<file path="src/sv/dlts_pkg.sv">
// Shared types and constants of the delta-list task scheduler.
package dlts_pkg;

  localparam int TASK_SLOTS = 16;
  localparam int IDX_W      = $clog2(TASK_SLOTS);
  localparam int CNT_W      = $clog2(TASK_SLOTS + 1);

  typedef enum logic [1:0] {
    OP_TICK = 2'd0,
    OP_ADD  = 2'd1,
    OP_DEL  = 2'd2,
    OP_DISP = 2'd3
  } op_e;

  typedef enum logic [1:0] {
    ST_OK   = 2'd0,
    ST_MISS = 2'd1,
    ST_FULL = 2'd2
  } status_e;

  typedef enum logic [3:0] {
    S_IDLE,
    S_TICK_RD,
    S_DISP_RD,
    S_DEL_WALK,
    S_REM_SHIFT,
    S_REM_END,
    S_INS_START,
    S_ADD_WALK,
    S_ADD_SHIFT,
    S_ADD_WRITE,
    S_DONE
  } state_e;

  // One table entry as held in the slot memory
  typedef struct packed {
    logic        ready;
    logic [7:0]  handle;
    logic [31:0] delta;
    logic [31:0] period;
    logic [15:0] ident;
  } slot_t;

endpackage

</file>
<file path="src/sv/delta_list_task_scheduler.sv">
// Delta-list task scheduler: sequencer around the slot memory.
// busy spans the result cycle; a new operation is taken only in idle, once busy is low.
// Every shift step is one memory read and one write, a walk step a read only; walks and shifts run one slot a cycle.
// Reset clears the fill count, the id counter and the sequencer; memory needs no clearing.
// The result is shown for one cycle on result_valid_o and cannot be stalled.
module delta_list_task_scheduler
  import dlts_pkg::*;
(
  input  logic        clk_i,
  input  logic        rst_ni,
  input  logic        start,
  output logic        busy,
  input  logic [1:0]  op_i,
  input  logic [7:0]  task_handle_i,
  input  logic [31:0] start_delay_i,
  input  logic [31:0] repeat_period_i,
  input  logic [15:0] target_id_i,
  output logic        result_valid_o,
  output logic [1:0]  status_o,
  output logic [15:0] assigned_id_o,
  output logic        run_valid_o,
  output logic [7:0]  run_handle_o
);

  state_e state_q, state_d;
  logic [CNT_W-1:0] cnt_q, cnt_d;
  logic [IDX_W-1:0] idx_q, idx_d, pos_q, pos_d;
  logic [15:0] idc_q, idc_d;
  logic [7:0]  hdl_q, hdl_d;
  logic [31:0] dly_q, dly_d, per_q, per_d, pre_q, pre_d, car_q, car_d;
  logic [15:0] tgt_q, tgt_d;
  logic        first_q, first_d, reins_q, reins_d;
  logic [1:0]  st_q, st_d;
  logic [15:0] aid_q, aid_d;
  logic        rv_q, rv_d;
  logic [7:0]  rh_q, rh_d;

  logic             we;
  logic [IDX_W-1:0] waddr, raddr;
  slot_t            wdata, rdata;
  logic [$bits(slot_t)-1:0] rdata_raw;

  assign rdata = slot_t'(rdata_raw);

  dlts_ram #(.WIDTH($bits(slot_t)), .DEPTH(TASK_SLOTS)) u_ram (
    .clk_i  (clk_i),
    .we_i   (we),
    .waddr_i(waddr),
    .wdata_i(wdata),
    .raddr_i(raddr),
    .rdata_o(rdata_raw)
  );

  // state and control registers
  always_ff @(posedge clk_i or negedge rst_ni) begin
    if (!rst_ni) begin
      state_q <= S_IDLE;
      cnt_q   <= '0;
      idc_q   <= '0;
    end else begin
      state_q <= state_d;
      cnt_q   <= cnt_d;
      idc_q   <= idc_d;
    end
  end

  // working and result registers
  always_ff @(posedge clk_i) begin
    idx_q   <= idx_d;
    pos_q   <= pos_d;
    hdl_q   <= hdl_d;
    dly_q   <= dly_d;
    per_q   <= per_d;
    pre_q   <= pre_d;
    car_q   <= car_d;
    tgt_q   <= tgt_d;
    first_q <= first_d;
    reins_q <= reins_d;
    st_q    <= st_d;
    aid_q   <= aid_d;
    rv_q    <= rv_d;
    rh_q    <= rh_d;
  end

  assign busy           = (state_q != S_IDLE);
  assign result_valid_o = (state_q == S_DONE);
  assign status_o       = st_q;
  assign assigned_id_o  = aid_q;
  assign run_valid_o    = rv_q;
  assign run_handle_o   = rh_q;

  // sequencer: next state, memory access and datapath
  always_comb begin
    logic [32:0]      nxt;
    logic [15:0]      nid;
    logic [CNT_W-1:0] k1;
    slot_t            e;
    nxt = '0;
    nid = '0;
    k1  = '0;
    e   = rdata;
    state_d = state_q;
    cnt_d = cnt_q;   idc_d = idc_q;
    idx_d = idx_q;   pos_d = pos_q;
    hdl_d = hdl_q;   dly_d = dly_q;  per_d = per_q;
    pre_d = pre_q;   car_d = car_q;  tgt_d = tgt_q;
    first_d = first_q; reins_d = reins_q;
    st_d = st_q; aid_d = aid_q; rv_d = rv_q; rh_d = rh_q;
    we = 1'b0; waddr = '0; wdata = rdata; raddr = '0;

    unique case (state_q)
      S_IDLE: begin
        if (start) begin
          hdl_d = task_handle_i;
          dly_d = start_delay_i;
          per_d = repeat_period_i;
          tgt_d = target_id_i;
          reins_d = 1'b0;
          st_d = ST_OK; aid_d = '0; rv_d = 1'b0; rh_d = '0;
          idx_d = '0;
          unique case (op_e'(op_i))
            OP_TICK: state_d = (cnt_q == '0) ? S_DONE : S_TICK_RD;
            OP_ADD:  state_d = S_INS_START;
            OP_DEL: begin
              if (target_id_i == '0 || cnt_q == '0) begin
                st_d = ST_MISS;
                state_d = S_DONE;
              end else begin
                state_d = S_DEL_WALK;
              end
            end
            OP_DISP: begin
              if (cnt_q == '0) begin
                st_d = ST_MISS;
                state_d = S_DONE;
              end else begin
                state_d = S_DISP_RD;
              end
            end
            default: state_d = S_DONE;
          endcase
        end
      end

      // head count-down
      S_TICK_RD: begin
        if (!rdata.ready) begin
          if (rdata.delta != '0) e.delta = rdata.delta - 32'd1;
          if (e.delta == '0) e.ready = 1'b1;
        end
        we = 1'b1; waddr = '0; wdata = e;
        state_d = S_DONE;
      end

      // ready head goes out, then removal and, for a periodic task, reinsertion
      S_DISP_RD: begin
        if (!rdata.ready) begin
          st_d = ST_MISS;
          state_d = S_DONE;
        end else begin
          rv_d = 1'b1; rh_d = rdata.handle;
          hdl_d = rdata.handle;
          dly_d = rdata.period; per_d = rdata.period;
          reins_d = (rdata.period != '0);
          car_d = rdata.delta;
          first_d = 1'b1;
          idx_d = '0;
          raddr = IDX_W'(1);
          state_d = (cnt_q > CNT_W'(1)) ? S_REM_SHIFT : S_REM_END;
        end
      end

      // search by id, one slot a cycle
      S_DEL_WALK: begin
        k1 = CNT_W'(idx_q) + CNT_W'(1);
        if (rdata.ident == tgt_q) begin
          car_d = rdata.delta;
          first_d = 1'b1;
          raddr = IDX_W'(k1);
          state_d = (k1 < cnt_q) ? S_REM_SHIFT : S_REM_END;
        end else if (k1 < cnt_q) begin
          idx_d = IDX_W'(k1);
          raddr = IDX_W'(k1);
        end else begin
          st_d = ST_MISS;
          state_d = S_DONE;
        end
      end

      // close the gap: slot idx+1 moves down to idx
      S_REM_SHIFT: begin
        if (first_q) e.delta = rdata.delta + car_q;
        we = 1'b1; waddr = idx_q; wdata = e;
        first_d = 1'b0;
        idx_d = idx_q + IDX_W'(1);
        k1 = CNT_W'(idx_q) + CNT_W'(2);
        if (k1 < cnt_q) begin
          raddr = IDX_W'(k1);
        end else begin
          state_d = S_REM_END;
        end
      end

      S_REM_END: begin
        cnt_d = cnt_q - CNT_W'(1);
        state_d = reins_q ? S_INS_START : S_DONE;
      end

      S_INS_START: begin
        pre_d = '0;
        idx_d = '0;
        if (cnt_q == CNT_W'(TASK_SLOTS)) begin
          st_d = ST_FULL;
          aid_d = '0;
          state_d = S_DONE;
        end else if (cnt_q == '0) begin
          pos_d = '0;
          state_d = S_ADD_WRITE;
        end else begin
          raddr = '0;
          state_d = S_ADD_WALK;
        end
      end

      // walk the running sum of delays
      S_ADD_WALK: begin
        nxt = {1'b0, pre_q} + {1'b0, rdata.delta};
        k1 = CNT_W'(idx_q) + CNT_W'(1);
        if (nxt > {1'b0, dly_q}) begin
          pos_d = idx_q;
          idx_d = IDX_W'(cnt_q);
          raddr = IDX_W'(cnt_q - CNT_W'(1));
          state_d = S_ADD_SHIFT;
        end else begin
          pre_d = nxt[31:0];
          if (k1 < cnt_q) begin
            idx_d = IDX_W'(k1);
            raddr = IDX_W'(k1);
          end else begin
            pos_d = IDX_W'(cnt_q);
            state_d = S_ADD_WRITE;
          end
        end
      end

      // open a gap: slot idx-1 moves up to idx
      S_ADD_SHIFT: begin
        if (idx_q - IDX_W'(1) == pos_q) begin
          e.delta = rdata.delta + pre_q - dly_q;
          state_d = S_ADD_WRITE;
        end else begin
          raddr = idx_q - IDX_W'(2);
          idx_d = idx_q - IDX_W'(1);
        end
        we = 1'b1; waddr = idx_q; wdata = e;
      end

      S_ADD_WRITE: begin
        nid = idc_q + 16'd1;
        if (nid == '0) nid = 16'd1;
        idc_d = nid;
        e.delta  = dly_q - pre_q;
        e.ready  = (e.delta == '0);
        e.handle = hdl_q;
        e.period = per_q;
        e.ident  = nid;
        we = 1'b1; waddr = pos_q; wdata = e;
        cnt_d = cnt_q + CNT_W'(1);
        aid_d = nid;
        state_d = S_DONE;
      end

      S_DONE: state_d = S_IDLE;

      default: state_d = S_IDLE;
    endcase
  end

endmodule

</file>
<file path="src/sv/dlts_ram.sv">
// Generic single-write, single-read synchronous RAM with registered read.
module dlts_ram #(
  parameter int WIDTH = 8,
  parameter int DEPTH = 16
) (
  input  logic                     clk_i,
  input  logic                     we_i,
  input  logic [$clog2(DEPTH)-1:0] waddr_i,
  input  logic [WIDTH-1:0]         wdata_i,
  input  logic [$clog2(DEPTH)-1:0] raddr_i,
  output logic [WIDTH-1:0]         rdata_o
);

  logic [WIDTH-1:0] mem_q [DEPTH];

  // write port and registered read port
  always_ff @(posedge clk_i) begin
    if (we_i) begin
      mem_q[waddr_i] <= wdata_i;
    end
    rdata_o <= mem_q[raddr_i];
  end

endmodule
</file>
<file path="config.mk">
export PLATFORM = sky130hd
export DESIGN_NAME = delta_list_task_scheduler
export DESIGN_NICKNAME = d
export VERILOG_FILES = /design/src/sv/dlts_pkg.sv /design/src/sv/delta_list_task_scheduler.sv /design/src/sv/dlts_ram.sv
export SDC_FILE = /design/constraint.sdc
export NUM_CORES = 2
export LEC_CHECK = 0
export BUFFER_PORTS_ARGS = -buffer_cell sky130_fd_sc_hd__buf_4
export CAP_MARGIN = 25
export CELL_PAD_IN_SITES_DETAIL_PLACEMENT = 1
export CELL_PAD_IN_SITES_GLOBAL_PLACEMENT = 2
export CORE_MARGIN = 2
export CORE_UTILIZATION = 42
export CTS_CLUSTER_SIZE = 12
export DETAILED_ROUTE_END_ITERATION = 10
export GPL_TIMING_DRIVEN = 0
export PLACE_DENSITY = 0.76
export SYNTH_ARGS = -nofsm -noshare
export SYNTH_HDL_FRONTEND = slang
export SYNTH_SLANG_ARGS = --single-unit
export TNS_END_PERCENT = 1
</file>
<file path="constraint.sdc">
create_clock -name clk_i -period 7.05 [get_ports clk_i]
set_input_delay 1.41 -clock clk_i [delete_from_list [all_inputs] [get_ports clk_i]]
set_output_delay 1.41 -clock clk_i [all_outputs]
set_load 0.02 [all_outputs]
</file>
## After elaboration in Yosys (flattened, before gate mapping)

Memories as Yosys holds them, arrays and structs flattened. A register that Yosys moved wholly into a read port is not among the register bits.
Cells that the tools add are included.

- Bits in registers: 214
- Bits in latches: 0
- Bits in writable memories: 1424
- Memory bits (read-only): 0
- Bits of input ports: 93
- Output and inout bits: 29
- Word-level logic and storage cells: 185
- Memories: 1

Memories:

| name | depth | bits a word | rd ports | clocked after memory_dff | write ports | line | source |
|---|---|---|---|---|---|---|---|
| u_ram.mem_q | 16 | 89 | 1 | 1 | 1 | dlts_ram.sv:14 | `logic [WIDTH-1:0] mem_q [DEPTH];` |

- Add/sub/neg operators: 14
- Multiply operators: 0
- Divide/modulo/power cells: 0
- Magnitude comparators: 4
- Equality and inequality tests: 31
- Shift operators: 0
- Muxes and demuxes: 86
- Bitwise logic cells: 0
- Reductions and logical operators: 32

Operators by type and width:

| operator | count |
|---|---|
| 2-to-1 mux 32 bit | 12 |
| case mux 89 bit (4 select lines) | 1 |
| case mux 32 bit (2 select lines) | 4 |
| 2-to-1 mux 4 bit | 29 |
| adder 32 bit | 2 |
| zero test 32 bit | 2 |
| nonzero test 32 bit | 2 |
| subtractor 32 bit | 2 |
| 2-to-1 mux 16 bit | 3 |
| case mux 16 bit (3 select lines) | 1 |
| case mux 4 bit (9 select lines) | 1 |
| adder 32 x 32 -> 33 bit | 1 |
| greater-than comparator 33 x 32 -> 1 bit | 1 |
| zero test 16 bit | 2 |
| case mux 8 bit (2 select lines) | 2 |
| subtractor 32 x 1 -> 32 bit, second input constant | 1 |
| case mux 4 bit (7 select lines) | 1 |
| 2-to-1 mux 8 bit | 3 |
| != test 2 bit, second input constant | 12 |
| case mux 4 bit (5 select lines) | 1 |
| adder 16 x 1 -> 16 bit, second input constant | 1 |
| equality test 16 bit | 1 |
| equality test 4 x 3 -> 1 bit, second input constant | 4 |
| case mux 4 bit (2 select lines) | 2 |
| 40 further kinds | 76 |

## Logic depth before layout (Yosys ltp)

- Depth in word-level cells: 8
- Mapped depth: 26
- Gate-level depth less buffers: 23

## Cells and area by module

From an unflattened synthesis, not the netlist that was laid out.

- Cell total of the unflattened synthesis: 4830
- Area total of the unflattened synthesis: 76380.8 µm²

By module, submodules not included:

| module | instances | cells an instance | area each (µm²) | sequential area each (µm²) |
|---|---|---|---|---|
| dlts_ram | 1 | 2282 | 55021.5 | 44542.7 |
| delta_list_task_scheduler | 1 | 2548 | 21359.2 | 6301.0 |

## Least setup slack after synthesis

OpenSTA, ideal clock, no wires.

- Path kind: register to register
- From: register pre_q[0]
- To: register pre_q[0], enable pin
- Library setup time: 466 ps
- Arrival: 6995 ps
- Path slack: -411 ps
- Stages on the path, launching flop included: 23
- Path buffers: 2
- Period minus slack after synthesis: 7461 ps
- Cell sequence: edfxtp_1 ha_1 fa_1 a211oi_1 nor4_1 o31a_1 o211ai_1 a211oi_1 o2111ai_1 a31oi_1 o21ai_0 a21oi_1 a31oi_1 ha_1 a2111oi_0 o21ai_0 a31oi_1 o21a_1 o2111a_1 nand2_1 buf_4 clkbuf_1 o21ai_0

- Cells in the longest elaborated chain, start to end: 4

Ends and longest elaborated chain:

| item | line | source |
|---|---|---|
| from (decl) | delta_list_task_scheduler.sv:30 | `logic [31:0] dly_q, dly_d, per_q, per_d, pre_q, pre_d, car_q, car_d;` |
| from (signal assigned) | delta_list_task_scheduler.sv:74 | `pre_q <= pre_d;` |
| adder 32 x 32 -> 33 bit | delta_list_task_scheduler.sv:227 | `nxt = {1'b0, pre_q} + {1'b0, rdata.delta};` |
| greater-than comparator 33 x 32 -> 1 bit | delta_list_task_scheduler.sv:229 | `if (nxt > {1'b0, dly_q}) begin` |
| != test 2 bit (no source line) | n/a |  |
| AND reduction 2 bit (no source line) | n/a |  |

No other way between the ends.
A chain may end at the register's enable or synchronous reset.

## Final worst setup path

- From: register pre_q[0]
- To: register u_ram.rdata_o[55], read port of u_ram.mem_q

- Cells in the longest elaborated chain, start to end: 4

Ends and longest elaborated chain:

| item | line | source |
|---|---|---|
| adder 32 x 32 -> 33 bit | delta_list_task_scheduler.sv:227 |  |
| greater-than comparator 33 x 32 -> 1 bit | delta_list_task_scheduler.sv:229 |  |
| 2-to-1 mux 4 bit | delta_list_task_scheduler.sv:229 |  |
| case mux 4 bit (5 select lines) | delta_list_task_scheduler.sv:111 | `unique case (state_q)` |
| to (decl) | dlts_ram.sv:11 | `output logic [WIDTH-1:0] rdata_o` |

No other way between the ends.

==> results.cfg <==
[outcome]
status = finished clean

[sta]
fin_crit_sh = 0.9877
hold_violations = 0
fin_crit_ns = 6.963
timing.fmax_ghz = 0.1436
hold_ws_ns = 0.5112
rsz0062_at_grt = true
max_slew.worst_pin.slew_ns = 1.157
final-max-slew-violation-count = 0
final.setup_skew_ns = 0.05537
slew_headroom = 0.2288
setup_violations = 0

[critical_path]
cp_slowest_cell = or4_1
arrival_ns = 7.64
cpPeakStageDelay_ns = 0.55
crit_fanout = 10
cpMostUsedCell = buf_12
path_class = reg2reg
required_ns = 7.73
reg2reg_depth = 29
startpoint_type = register
cp-end-kind = register

[logic_synthesis]
synth_fp_nets = 5776
yosys.area.top_type = edfxtp_1
syn_avg_cell_area_sq_um = 14.15
ys_types = 93
syn_inst = 5441
yosys_warnings = 0
ys_seq_area_frac = 0.6605
synth.cell_area_sq_mm = 0.07697
ys_seq_elements = 1727
synthFlopType = edfxtp_1
yosysTopAreaCellShare = 0.6293
synth_edf_count = 1613
async_reset_ff_frac = 0.01448
synth_area_leaders = edfxtp_1, mux2i_1, ha_1, o22ai_1, dfxtp_1

[job]
drv_cap = 0

[clock_network]
clkLatencyLatePin_ns = 0.85
numCtsBuffers = 182
clock-sinks = 1727
holdBufCountCts = 0
cts_root_buffer = clkbuf_16
ctsLongestPathBuffers = 3
htree_levels = 4
clk_pin_slew_ns = 0.06
cts_tree = done

[drt]
drtPass1Iterations = 7
antenna_left = 0
drt_iter0_markers = 5112
routed-via-count = 50640
drc = 0
wl_per_cell_um = 31.48
vias_per_cell = 6.007
drt_wl_total_mm = 265.4

[floorplanning]
die_h_um = 432.1
ios = 122
fp.dieArea_sq_mm = 0.1867
die_x_um = 432.1
start_util = 0.4213
core_area_sq_mm = 0.1827
rows = 157

[global_route]
grt_usage = 0.2801
grt_overflow_total = 0
antenna_found_initial = 12
grt_pass1_vias = 52260
grt_pass1_wl_mm = 375.3
grt_max_degree = 48

[min_path]
hp-class = in2async

[layout]
num-fill-cells = 17990
nets = 6227
final_util = 0.4953
final_layout_size_suffix_gt1_frac = 0.1321
syn2layout_area_growth_pct = 17.55

[power]
p_leak_nw = 31.49
vdd.ir_drop.worst_mv = 0.3028
power_density_mw_per_mm2 = 564.8

[placement]
io_buffers = 121
dp_hpwl_mm = 181.1
place.gp.congestion = 0.9321
state kept, by name, indices dropped and copies added, names as in the netlist, 2 cells and up:
register and count:
status_o 2, assigned_id_o 16, car_q 32, state_q 4, u_ram.mem_q 1424, idx_q 4
idc_q 16, tgt_q 16, run_handle_o 8, u_ram.rdata_o 89, pos_q 4, hdl_q 8
dly_q 32, per_q 32, cnt_q 5, pre_q 32
cell usage after synthesis, types with 8 or more instances:
cell type  count
a211o_1        9
a211oi_1      31
a21boi_0       8
a21o_1        71
a21oi_1      156
a221oi_1      12
a22oi_1       12
a31oi_1       28
and2_1        37
and3_1        20
buf_1         23
buf_2         59
buf_4         29
buf_6         25
clkbuf_1     116
dfrtp_1       25
dfxtp_1       89
edfxtp_1    1613
fa_1          34
ha_1         208
inv_1        209
mux2i_1      724
nand2_1      450
nand2b_1      28
nand3_1       63
nand3_2        9
nand4_1       37
nor2_1       184
nor2b_1       12
nor3_1        64
nor4_1        33
o2111ai_1      9
o211ai_1      22
o21a_1        22
o21ai_0      142
o21bai_1      14
o221ai_1      17
o22ai_1      371
o31ai_1       15
or2_2         16
or3_1         22
or4_1         91
xnor2_1      112
xor2_1        55
path summary, 6_finish.rpt:
kind,from,end,slack (ns)
max in group asynchronous,rst_ni,cnt_q[0],6.20
worst max register to register,pre_q[0],u_ram.rdata_o[55],0.09
worst max-delay path,pre_q[0],u_ram.rdata_o[55],0.09
min in group clk_i,u_ram.rdata_o[48],car_q[0],0.52
worst min-delay path,rst_ni,idc_q[11],0.51
worst min register to register,u_ram.rdata_o[48],car_q[0],0.52
power breakdown:
| part | switching (mW) | total [mW] | internal, mW |
|---|---|---|---|
| combinational | 16.2 | 25.2 | 8.97 |
| clock | 4.13 | 9.43 | 5.31 |
| sequential | 1.18 | 16.5 | 15.3 |
| total | 21.5 | 51.1 | 29.6 |
what timing repair did:
action,in CTS,in global routing
buffers inserted,26,2
gates resized for setup,235,92
cloned,2,3
pin swaps,24,8
endpoints found under the setup margin,137,89
cell usage in the layout, fill, tap and decap left out, types with 27 or more instances in the layout:
cell and n:
edfxtp_1 1613, buf_6 42, ha_1 203, clkbuf_2 27
nand3_1 63, nand2b_1 28, inv_1 209, buf_8 39
dfxtp_1 77, xor2_1 55, clkbuf_16 186, o22ai_1 371
o21ai_0 133, buf_12 90, clkbuf_1 153, and2_1 37
nor4_1 31, nor3_1 61, fa_1 33, xnor2_1 112
nand2_1 449, or4_1 86, a211oi_1 29, nand4_1 37
a21o_1 70, nor2_1 168, a21oi_1 154, buf_4 167
mux2i_1 723
final cells by class:
cell class                 count  area, sq um  area share
clock buffer                 274         5071     0.05605
tap                         2385         2984     0.03298
clock inverter                61        740.7    0.008187
sequential                  1727        50860      0.5622
antenna                        3        7.507  0.00008297
inverter                     212        795.8    0.008795
timing repair buffer         267         3436     0.03797
buffer                       252         2082     0.02301
multi-input combinational   3250        24500      0.2708
cell families (layout without fill, tap and decap cells):
kind of cell	Yosys count	after routing	synth area share
DFF	1727	1727	0.6605
and+or+nand+nor	1101	1101	0.07017
AOI/OAI and AO/OA	1015	1015	0.08576
muxes	724	724	0.09415
buffers and inverters	464	1066	0.02744
adders and majority gates	242	242	0.04265
xor gates and xnor gates	168	168	0.01929
other	0	3	0
metal layers:
metal	global-route usage	vias to the layer above	part of all wire
met5	0	-	0.00015
met3	0.04592	417	0.072
met4	0.1005	6	0.035
li1	-	21870	-
met1	0.3803	26350	0.42
met2	0.4546	2003	0.47
per-stage QoR:
| step | setup TNS, ns | power [mW] | worst slack [ns] | area (sq um) | std cells |
|---|---|---|---|---|---|
| 2_1_floorplan | 0 | 30.48 | 0.4552 | 76970 | 5441 |
| 3_3_place_gp | -8974.42 | 38.55 | -6.535 | 80870 | 7947 |
| 3_5_place_dp | -200.44 | 39.88 | -2.074 | 83050 | 8055 |
| 4_1_cts | -0.5589 | 50.43 | -0.05568 | 89970 | 8418 |
| 5_1_grt | -5.359 | 53.27 | -0.1600 | 90480 | 8430 |
| 6_report | 0 | 51.10 | 0.08672 | 90480 | 8431 |
worst max-delay path: cells and delay by family, from the launching register on:
kind	cells	cell delay [ns]
AOI/OAI and AO/OA	16	3.13
DFF	1	0.40
buffers and inverters	6	1.17
muxes	1	0.30
and+or+nand+nor	3	0.74
adders and majority gates	3	1.00
No activity file was read; power rests on OpenSTA's default activity.
